`src/rtl/core/stxdec_pkg.sv`:
```
// ----------------------------------------------------------------------------
// STX/ETX frame decoder package
// Shared character codes, state and result kinds, and the structs that pass
// words and results between the stages of the decoder.
// ----------------------------------------------------------------------------
package stxdec_pkg;

  // Line control characters.
  localparam logic [7:0] CH_STX = 8'h02;
  localparam logic [7:0] CH_ETX = 8'h03;
  localparam logic [7:0] CH_DLE = 8'h10;

  // Reset value of the payload length limit.
  localparam logic [15:0] MAX_PAYLOAD_RESET = 16'd1024;

  // Field widths of the result channel.
  localparam int KIND_W   = 3;
  localparam int DATA_W   = 8;
  localparam int FLEN_W   = 16;
  localparam int FCOUNT_W = 32;

  // Receive phase of the deframer.
  typedef enum logic [1:0] {
    PH_HUNT    = 2'd0,
    PH_BODY    = 2'd1,
    PH_LITERAL = 2'd2,
    PH_CHECK   = 2'd3
  } phase_t;

  // Kind of a result word.
  typedef enum logic [KIND_W-1:0] {
    KIND_PAYLOAD  = 3'd0,
    KIND_GOOD     = 3'd1,
    KIND_BAD      = 3'd2,
    KIND_RESTART  = 3'd3,
    KIND_OVERFLOW = 3'd4
  } kind_t;

  // A received line byte held in the input register.
  typedef struct packed {
    logic       valid;
    logic [7:0] rx_byte;
  } word_t;

  // One result word together with its valid flag.
  typedef struct packed {
    logic                valid;
    kind_t               kind;
    logic [DATA_W-1:0]   data;
    logic [FLEN_W-1:0]   frame_length;
    logic [FCOUNT_W-1:0] good_frames;
    logic [FCOUNT_W-1:0] error_frames;
  } result_t;

endpackage

```
`src/rtl/core/stxdec_in_reg.sv`:
```
// ----------------------------------------------------------------------------
// STX/ETX frame decoder input register
// Captures one line byte per cycle and holds it while the result side stalls.
// ----------------------------------------------------------------------------
module stxdec_in_reg (
  input  logic                clk,
  input  logic                rst_n,
  input  logic                in_valid,
  input  logic [7:0]          in_rx_byte,
  input  logic                ready,
  output logic                in_stall,
  output stxdec_pkg::word_t   word
);
  import stxdec_pkg::*;

  word_t word_r;

  // The held word can only stay put when the decoder cannot take it.
  assign in_stall = word_r.valid && !ready;
  assign word     = word_r;

  // Load a new word whenever the register is free or being drained.
  always_ff @(posedge clk) begin
    if (!rst_n) begin
      word_r.valid <= 1'b0;
    end else if (!in_stall) begin
      word_r.valid <= in_valid;
      if (in_valid) begin
        word_r.rx_byte <= in_rx_byte;
      end
    end
  end

endmodule

```
`src/rtl/core/stxdec_core.sv`:
```
// ----------------------------------------------------------------------------
// STX/ETX frame decoder core
// Phase machine, running checksum, payload counter and frame counters. Works
// out the result of one byte combinationally.
// ----------------------------------------------------------------------------
module stxdec_core #(
  parameter int LENGTH_BITS  = 16,
  parameter int COUNTER_BITS = 32
) (
  input  logic                  clk,
  input  logic                  rst_n,
  input  logic                  step,
  input  stxdec_pkg::word_t     word,
  input  logic [15:0]           max_payload,
  output stxdec_pkg::result_t   result
);
  import stxdec_pkg::*;

  localparam int CMP_W = (LENGTH_BITS > FLEN_W) ? LENGTH_BITS : FLEN_W;
  localparam int CNT_W = (COUNTER_BITS > FCOUNT_W) ? COUNTER_BITS : FCOUNT_W;

  phase_t                  phase_r, phase_nxt;
  logic [7:0]              sum_r, sum_nxt;
  logic [LENGTH_BITS-1:0]  count_r, count_nxt;
  logic [COUNTER_BITS-1:0] good_r, good_nxt;
  logic [COUNTER_BITS-1:0] err_r, err_nxt;

  logic                    is_stx, is_etx, is_dle;
  logic                    payload, overflow;
  logic                    res_valid;
  kind_t                   res_kind;
  logic [7:0]              res_data;
  logic [LENGTH_BITS-1:0]  len;
  logic [CMP_W-1:0]        len_ext;
  logic [CNT_W-1:0]        good_ext, err_ext;

  assign is_stx = (word.rx_byte == CH_STX);
  assign is_etx = (word.rx_byte == CH_ETX);
  assign is_dle = (word.rx_byte == CH_DLE);

  // A byte is payload when escaped, or in the body and not a control code.
  assign payload = (phase_r == PH_LITERAL) ||
                   ((phase_r == PH_BODY) && !is_stx && !is_etx && !is_dle);

  // The frame is dropped at the configured limit or when the counter is full.
  assign overflow = (CMP_W'(count_r) >= CMP_W'(max_payload)) || (count_r == '1);

  // Next phase.
  always_comb begin
    case (phase_r)
      PH_HUNT: begin
        phase_nxt = is_stx ? PH_BODY : PH_HUNT;
      end
      PH_BODY: begin
        if (is_stx) begin
          phase_nxt = PH_BODY;
        end else if (is_etx) begin
          phase_nxt = PH_CHECK;
        end else if (is_dle) begin
          phase_nxt = PH_LITERAL;
        end else begin
          phase_nxt = overflow ? PH_HUNT : PH_BODY;
        end
      end
      PH_LITERAL: begin
        phase_nxt = overflow ? PH_HUNT : PH_BODY;
      end
      PH_CHECK: begin
        phase_nxt = PH_HUNT;
      end
      default: begin
        phase_nxt = PH_HUNT;
      end
    endcase
  end

  // Datapath updates and the result word.
  always_comb begin
    sum_nxt   = sum_r;
    count_nxt = count_r;
    good_nxt  = good_r;
    err_nxt   = err_r;
    res_valid = 1'b0;
    res_kind  = KIND_PAYLOAD;
    res_data  = '0;
    len       = count_r;
    case (phase_r)
      PH_HUNT: begin
        if (is_stx) begin
          sum_nxt   = '0;
          count_nxt = '0;
        end
      end
      PH_BODY: begin
        // A fresh STX abandons the frame and opens a new one.
        if (is_stx) begin
          sum_nxt   = '0;
          count_nxt = '0;
          err_nxt   = err_r + 1'b1;
          res_valid = 1'b1;
          res_kind  = KIND_RESTART;
        end
      end
      PH_CHECK: begin
        count_nxt = '0;
        res_valid = 1'b1;
        if (sum_r == word.rx_byte) begin
          good_nxt = good_r + 1'b1;
          res_kind = KIND_GOOD;
        end else begin
          err_nxt  = err_r + 1'b1;
          res_kind = KIND_BAD;
        end
      end
      default: begin
      end
    endcase

    // Payload bytes are either passed on or drop the frame.
    if (payload) begin
      res_valid = 1'b1;
      if (overflow) begin
        count_nxt = '0;
        res_kind  = KIND_OVERFLOW;
      end else begin
        count_nxt = count_r + 1'b1;
        sum_nxt   = sum_r + word.rx_byte;
        res_kind  = KIND_PAYLOAD;
        res_data  = word.rx_byte;
        len       = count_r + 1'b1;
      end
    end
  end

  // Fit lengths and counters to the result field widths.
  assign len_ext  = CMP_W'(len);
  assign good_ext = CNT_W'(good_nxt);
  assign err_ext  = CNT_W'(err_nxt);

  assign result.valid        = res_valid;
  assign result.kind         = res_kind;
  assign result.data         = res_data;
  assign result.frame_length = len_ext[FLEN_W-1:0];
  assign result.good_frames  = good_ext[FCOUNT_W-1:0];
  assign result.error_frames = err_ext[FCOUNT_W-1:0];

  // State registers advance once per word taken from the input register.
  always_ff @(posedge clk) begin
    if (!rst_n) begin
      phase_r <= PH_HUNT;
      sum_r   <= '0;
      count_r <= '0;
      good_r  <= '0;
      err_r   <= '0;
    end else if (step) begin
      phase_r <= phase_nxt;
      sum_r   <= sum_nxt;
      count_r <= count_nxt;
      good_r  <= good_nxt;
      err_r   <= err_nxt;
    end
  end

endmodule

```
`src/rtl/core/stxdec_out_reg.sv`:
```
// ----------------------------------------------------------------------------
// STX/ETX frame decoder result register
// Holds one result word until the receiver takes it and tells the decoder
// when a new result may be written.
// ----------------------------------------------------------------------------
module stxdec_out_reg (
  input  logic                  clk,
  input  logic                  rst_n,
  input  logic                  load,
  input  stxdec_pkg::result_t   result,
  input  logic                  out_stall,
  output logic                  ready,
  output stxdec_pkg::result_t   held
);
  import stxdec_pkg::*;

  result_t held_r;

  // Free when empty or when the held word leaves this cycle.
  assign ready = !held_r.valid || !out_stall;
  assign held  = held_r;

  always_ff @(posedge clk) begin
    if (!rst_n) begin
      held_r <= '0;
    end else if (load) begin
      held_r <= result;
    end else if (!out_stall) begin
      held_r.valid <= 1'b0;
    end
  end

endmodule

```
`src/rtl/core/stx_etx_frame_decoder_top.sv`:
```
// ----------------------------------------------------------------------------
// STX/ETX frame decoder
// Deframes a DLE-stuffed STX/ETX byte stream with an 8-bit additive checksum
// and reports payload bytes, frame ends and running frame counts.
//
//   Channel   Direction  Handshake             Contents
//   in_       input      in_valid / in_stall   one raw line byte
//   out_      output     out_valid / out_stall kind, data, length, counts
//   cfg_      input      cfg_wr_en             payload length limit
//
// One word is taken every cycle unless a stalled result holds the input
// register; the phase machine and its adders settle combinationally
// between the input register and the result register. An accepted word
// has its result loaded into the result register once that is free.
// Reset returns the decoder to hunting for STX, clears the counters and sets
// the payload limit to 1024.
// A stalled result holds the input register; the input stalls only then.
// ----------------------------------------------------------------------------
module stx_etx_frame_decoder_top #(
  parameter int LENGTH_BITS  = 16,
  parameter int COUNTER_BITS = 32
) (
  input  logic        clk,
  input  logic        rst_n,
  input  logic        in_valid,
  output logic        in_stall,
  input  logic [7:0]  in_rx_byte,
  output logic        out_valid,
  input  logic        out_stall,
  output logic [2:0]  out_kind,
  output logic [7:0]  out_data,
  output logic [15:0] out_frame_length,
  output logic [31:0] out_good_frames,
  output logic [31:0] out_error_frames,
  input  logic        cfg_wr_en,
  input  logic [15:0] cfg_wr_data
);
  import stxdec_pkg::*;

  logic        ready;
  logic        step;
  word_t       word;
  result_t     result;
  result_t     held;
  logic [15:0] max_payload_r;

  // Payload length limit.
  always_ff @(posedge clk) begin
    if (!rst_n) begin
      max_payload_r <= MAX_PAYLOAD_RESET;
    end else if (cfg_wr_en) begin
      max_payload_r <= cfg_wr_data;
    end
  end

  // Input register.
  stxdec_in_reg u_in_reg (
    .clk        (clk),
    .rst_n      (rst_n),
    .in_valid   (in_valid),
    .in_rx_byte (in_rx_byte),
    .ready      (ready),
    .in_stall   (in_stall),
    .word       (word)
  );

  assign step = word.valid && ready;

  // Deframing logic.
  stxdec_core #(
    .LENGTH_BITS  (LENGTH_BITS),
    .COUNTER_BITS (COUNTER_BITS)
  ) u_core (
    .clk         (clk),
    .rst_n       (rst_n),
    .step        (step),
    .word        (word),
    .max_payload (max_payload_r),
    .result      (result)
  );

  // Result register.
  stxdec_out_reg u_out_reg (
    .clk       (clk),
    .rst_n     (rst_n),
    .load      (step),
    .result    (result),
    .out_stall (out_stall),
    .ready     (ready),
    .held      (held)
  );

  assign out_valid        = held.valid;
  assign out_kind         = held.kind;
  assign out_data         = held.data;
  assign out_frame_length = held.frame_length;
  assign out_good_frames  = held.good_frames;
  assign out_error_frames = held.error_frames;

  // Only payload words carry a data byte.
  a_data_zero : assert property (@(posedge clk) disable iff (!rst_n)
    (out_valid && out_kind != KIND_PAYLOAD) |-> (out_data == '0))
    else $error("non-payload result carries data");

  // A payload word always counts at least itself.
  a_len_nonzero : assert property (@(posedge clk) disable iff (!rst_n)
    (out_valid && out_kind == KIND_PAYLOAD) |-> (out_frame_length != '0))
    else $error("payload result with zero length");

  // The good-frame count only moves with a good-frame result.
  a_good_moves : assert property (@(posedge clk) disable iff (!rst_n)
    ($past(rst_n) && out_good_frames != $past(out_good_frames))
      |-> (out_valid && out_kind == KIND_GOOD))
    else $error("good-frame count changed without a good frame");

  // The error count only moves with a bad-checksum or restart result.
  a_err_moves : assert property (@(posedge clk) disable iff (!rst_n)
    ($past(rst_n) && out_error_frames != $past(out_error_frames))
      |-> (out_valid && (out_kind == KIND_BAD || out_kind == KIND_RESTART)))
    else $error("error count changed without an error result");

endmodule

```
`config.mk`:
```
export PLATFORM = sky130hd
export DESIGN_NAME = stx_etx_frame_decoder_top
export DESIGN_NICKNAME = d
export VERILOG_FILES = /design/src/rtl/core/stxdec_pkg.sv /design/src/rtl/core/stxdec_in_reg.sv /design/src/rtl/core/stxdec_core.sv /design/src/rtl/core/stxdec_out_reg.sv /design/src/rtl/core/stx_etx_frame_decoder_top.sv
export SDC_FILE = /design/constraint.sdc
export NUM_CORES = 1
export LEC_CHECK = 0
export ABC_AREA = 0
export BUFFER_PORTS_ARGS = -buffer_cell sky130_fd_sc_hd__buf_2
export CAP_MARGIN = 20
export CORE_ASPECT_RATIO = 1.1
export CORE_UTILIZATION = 50
export CTS_CLUSTER_SIZE = 16
export DETAILED_ROUTE_END_ITERATION = 10
export PLACE_DENSITY = 0.73
export SKIP_CTS_REPAIR_TIMING = 1
export SLEW_MARGIN = 10
export SYNTH_ARGS = -nofsm -noshare
export SYNTH_HDL_FRONTEND = slang
export SYNTH_SLANG_ARGS = --single-unit
```
`constraint.sdc`:
```
create_clock -name clk -period 3.02 [get_ports clk]
set_input_delay 0 -clock clk [delete_from_list [all_inputs] [get_ports clk]]
set_output_delay 0 -clock clk [all_outputs]
set_load 0.01 [all_outputs]
```
# After elaboration in Yosys (flattened, before gate mapping)

Cells that the tools add are included.

Flip-flop bits (word level): 143
Bits of input ports: 29
Output and inout bits: 93
Logic and storage cells: 83

Add/subtract/negate cells: 4
Order comparisons: 1
Equality and inequality tests: 12
Muxes and demuxes: 31
Bitwise gates (word level): 1
Reduce and logical (&&, ||, !) cells: 22

Operator list:

| kind                                                                    | number |
|---|---|
| 16-bit two-way mux                                                      | 5 |
| 32-bit by 1-bit adder with 32-bit output, second input constant         | 2 |
| 32-bit two-way mux                                                      | 2 |
| 32-bit one-hot mux with 2 select lines                                  | 1 |
| 8-bit two-way mux                                                       | 6 |
| 16-bit one-hot mux with 2 select lines                                  | 1 |
| 16-bit by 1-bit adder with 16-bit output, second input constant         | 1 |
| 16-bit == test, second input constant                                   | 1 |
| 8-bit by 2-bit == test with 1-bit output, second input constant         | 2 |
| 16-bit >= comparator                                                    | 1 |
| 2-bit two-way mux                                                       | 5 |
| 3-bit AND reduction                                                     | 3 |
| 8-bit adder                                                             | 1 |
| 8-bit by 5-bit == test with 1-bit output, second input constant         | 1 |
| 8-bit == test                                                           | 1 |
| 2-bit one-hot mux with 4 select lines                                   | 1 |
| 1-bit zero test                                                         | 6 |
| 1-bit two-way mux                                                       | 6 |
| 3-bit two-way mux                                                       | 2 |
| 3-bit one-hot mux with 2 select lines                                   | 1 |
| 1-bit logical AND                                                       | 5 |
| 2-bit == test, second input constant                                    | 2 |
| 2-bit by 1-bit inequality test with 1-bit output, second input constant | 2 |
| 4-bit AND reduction                                                     | 1 |
| 10 further kinds                                                        | 12 |

# Depth between registers and ports, before layout

Word-level depth: 8
Gate-level depth with buffers: 11
Mapped depth without buffers: 10

# By module

Synthesis repeated with hierarchy kept, for this count alone.

Cells, all modules: 1215
Area, all modules: 10963.0 µm²

By module, submodules not included:

| module                    | instances | cells an instance | area an instance (µm²) | sequential area each (µm²) |
|---|---|---|---|---|
| stxdec_core               | 1         | 851               | 6487.5                 | 1801.7 |
| stxdec_out_reg            | 1         | 299               | 3567.2                 | 1841.8 |
| stx_etx_frame_decoder_top | 1         | 52                | 619.3                  | 320.3 |
| stxdec_in_reg             | 1         | 13                | 289.0                  | 260.2 |

# Least setup slack after synthesis

OpenSTA, ideal clock, no wires.

Kind: reg2reg
Start: reg u_core.count_r[0]
End: reg u_out_reg.held_r, in the netlist u_out_reg.held[64]
Setup time: 0.070 ns
Arrival time: 2.645 ns
Required time: 2.950 ns
Setup slack: 0.304 ns
Stages on the path, launching flop included: 12
Path buffers: 1
Period minus slack after synthesis: 2.716 ns
Cells stage by stage: dfxtp_1 -> inv_1 -> ha_1 -> nand2b_4 -> a2111oi_4 -> o32ai_2 -> nor3_1 -> clkbuf_1 -> ha_1 -> nand2_1 -> o211ai_1 -> a21oi_1

Cells in the longest elaborated chain, start to end: 4
Elaborated cells between the ends (all ways): 6
Classes of those cells: add/sub (1); order compare (1); eq/ne (1); mux (2); reduce/logical (1)

Ends and longest elaborated chain:

| what                                                          | line                 | text |
|---|---|---|
| start, declared                                               | stxdec_core.sv:24    | `logic [LENGTH_BITS-1:0] count_r, count_nxt;` |
| start signal, assigned                                        | stxdec_core.sv:158   | `count_r <= count_nxt;` |
| 16-bit >= comparator / 16-bit == test (equally long branches) | stxdec_core.sv:46    | `assign overflow = (CMP_W'(count_r) >= CMP_W'(max_payload)) \|\| (count_r == '1);` |
| 1-bit logical OR                                              | stxdec_core.sv:46    |  |
| 16-bit two-way mux                                            | stxdec_core.sv:122   | `if (overflow) begin` |
| 16-bit two-way mux (*)                                        | stxdec_core.sv:120   | `if (payload) begin` |
| end signal, assigned                                          | stxdec_out_reg.sv:27 | `held_r <= result;` |
| end, declared                                                 | stxdec_out_reg.sv:17 | `result_t held_r;` |

Mark *: on every way between the ends. The rest lies on a longest branch, timed or not.
A chain may end at the register's enable or synchronous reset.

# Worst setup path in the final report

Start: reg u_in_reg.word_r, in the netlist u_in_reg.word[0]
End: reg u_core.sum_r[0]

Cells in the longest elaborated chain, start to end: 7
Elaborated cells between the ends (all ways): 15
Classes of those cells: add/sub (1); eq/ne (3); mux (4); reduce/logical (7)

Ends and longest elaborated chain:

| what                                                | line                | text |
|---|---|---|
| start, declared                                     | stxdec_in_reg.sv:16 | `word_t word_r;` |
| branches (longest 6 deep; another with 8-bit adder) | n/a                 |  |
| 8-bit two-way mux (*)                               | stxdec_core.sv:120  |  |
| end signal, assigned                                | stxdec_core.sv:157  | `sum_r <= sum_nxt;` |
| end, declared                                       | stxdec_core.sv:23   | `logic [7:0] sum_r, sum_nxt;` |

Mark *: on every way between the ends.

==> flow_summary.toml <==
[hold_path]
hold_class = "in2reg"
hold_end = "max_payload_r[10]"
min_from = "cfg_wr_en"
min_path_cells = 3

[synth]
synth_cells = 806
synth_area_leaders = "dfxtp_1, nor2_1, xor2_1"
synth_mux_area_frac = 0.0260
async_flop_share = 0
synth_edf_count = 8
synth_fa_ha_area_frac = 0.0513
synth_area_um2 = 6970
synth_compound_area_frac = 0.123
synth_xor_area_frac = 0.0766
synth.avg_cell_area_um2 = 8.65
seq_area_frac_synth = 0.422
synth_ff_type = "dfxtp_1"
yosys.area_share.simple = 0.259
synth_top_family_by_area = "simple AND/OR/NAND/NOR gates"
synth_cell_types = 54
yosysTopAreaCellShare = 0.388
synth_top_cell_by_area = "dfxtp_1"
ys_ff_latch = 143
synth_nets = 863
synth_warnings = 0

[critical_path]
critical_path.endpoint_type = "flop"
path_max_fanout = 13
reg2reg_depth = 6
r2r_start = "u_in_reg.word[0]"
worst_setup_path_start_kind = "flop"
arrival_ns = 3.11
reg2reg_slack_ns = 0.22
crit_type = "reg2reg"
required_ns = 3.34
regToRegEndpoint = "u_core.sum_r[0]"

[power_and_ir_drop]
ir_drop_v = 0.000328
p_comb_frac = 0.064
switching_share = 0.224
power.switching_mw = 0.982
seq_power_share = 0.448
leakage_nw = 3.76
powerDensity_nw_per_um2 = 496
total_power_mw = 4.39
power_frac_clock = 0.489
cell_internal_pwr_mw = 3.41

[timing]
fin_skew_ns = 0.00934
rsz0062_at_grt = "false"
setup_viol = 0
worst_slew_pin_slew_ns = 1.09
fin_ws_ns = 0.223
fmax_ghz = 0.358
tns_ns = 0
finalHoldViolCount = 0
finalCriticalPeriod_ns = 2.80
slew_headroom = 0.270
post-route-period-util = 0.926
drv_slew = 0

[clock_network]
cts_buffers = 17
clkTransAtPathRegs_ns = 0.06
clock-sinks = 143
htree_num_levels = 4
clk_latency_ns = 0.43
clock-root-buffer = "clkbuf_16"
clockBufferDepth = 2
cts_tree = "done"

[global_routing]
grt_start_max_net_pins = 55
grt_pass1_wl_um = 29400
antenna_found_initial = 0
grt_usage = 0.258
grt_pass1_vias = 6051
grt_overflow = 0

[cells_and_area]
areaGrowthSynthToFinish_pct = 27.0
n_antenna_cell = 0
final_common_cell = "dfxtp_1"
num-nets-final = 1029
fin_cells = 1169
drive_gt1_frac = 0.212
final_cell_mix = "dfxtp_1, buf_2, nor2_1"

[place]
pre_cts_ws_ns = 0.174
place_congestion = 0.831
dpl.hpwl_um = 12100
place_inst = 1111
place.port_buffers = 121

[die]
die_h_um = 126
std_cell_rows = 44
core_area_um2 = 13400
die_w_um = 115
die-area_um2 = 14400
initial_core_util = 0.521
ioPinCount = 122

[detailed_routing]
drt_wl_total_um = 17800
wl_per_cell_um = 15.2
drc_errors = 0
viasPerCell = 5.52
antenna_violating_nets_post_route = 0
vias = 6451
drt_first_pass_iters = 5
drt_iter0_drc = 352

[outcome]
status = "completed"

[run]
maxCapViolations = 0
power by group through the flow:
stage	registers, mW	clock network, mW	logic (mW)
2_1_floorplan	2.01	0	0.161
3_3_place_gp	2.00	0	0.248
3_5_place_dp	2.01	0	0.251
4_1_cts	1.96	2.16	0.254
5_1_grt	1.97	2.25	0.310
6_report	1.96	2.14	0.280
layer usage:
metal,vias to the layer above,part of all wire,wire length (um),track usage
met5,-,0,0,0
li1,3219,-,-,-
met3,36,0.051,917,0.0606
met4,0,0.028,499,0.117
met2,185,0.48,8580,0.419
met1,3011,0.44,7820,0.325
cells by family after synthesis:
group	Yosys count
compound gates	133
xor+xnor	61
fa+ha+maj	28
buf+inv	74
flops	143
mux	18
simple gates	349
cells in the mapped netlist, drive strengths merged (22+ instances only):
library cell	n
dfxtp	135
nor2	112
nand3	55
o21ai	46
xor2	45
nand4	43
nand2	41
inv	33
clkbuf	29
ha	27
a21oi	24
a31oi	24
or3	22
through the flow:
step	hold WS [ns]	util	area, um2
3_5_place_dp	0.179	0.596	7970
5_1_grt	0.129	0.662	8850
3_3_place_gp	0.178	0.596	7970
2_1_floorplan	0.0989	-	6970
6_report	0.0999	0.662	8850
4_1_cts	-0.261	0.642	8580
cell type report:
class | count | area, um2
timing repair buffer | 188 | 1170
multi-input combinational | 589 | 3770
clock buffer | 23 | 509
inverter | 33 | 124
sequential | 143 | 2940
tap | 184 | 230
fill | 1167 | 4520
clock inverter | 9 | 104
registers in the layout (all words and copies together), names as in the netlist:
signal / cells
u_out_reg.held: 28
u_core.good_r: 32
u_core.err_r: 32
u_core.sum_r: 8
max_payload_r: 16
u_in_reg.word: 9
u_core.count_r: 16
u_core.phase_r: 2
worst max-delay path, stage by stage (launching register included):
cell	delay (ns)
edfxtp_1	0.52
or3b_2	0.49
a31oi_1	0.27
o21a_1	0.32
nor2_1	0.30
and2_0	0.44
a32o_1	0.34
worst max-delay path by stage:
stage                                 start                 end  slack (ns)  cells past startpoint
after floorplan           u_core.count_r[0]  u_out_reg.held[64]        0.30                     11
after global placement     max_payload_r[7]  u_core.count_r[10]        0.23                      9
after detailed placement   max_payload_r[7]  u_core.count_r[10]        0.17                      9
after CTS                 u_core.count_r[0]  u_core.count_r[10]        0.15                      9
after global routing      u_core.phase_r[0]     u_core.sum_r[4]        0.10                      7
final                      u_in_reg.word[0]     u_core.sum_r[0]        0.22                      6
Note: power is estimated with default switching activity, not from simulation.
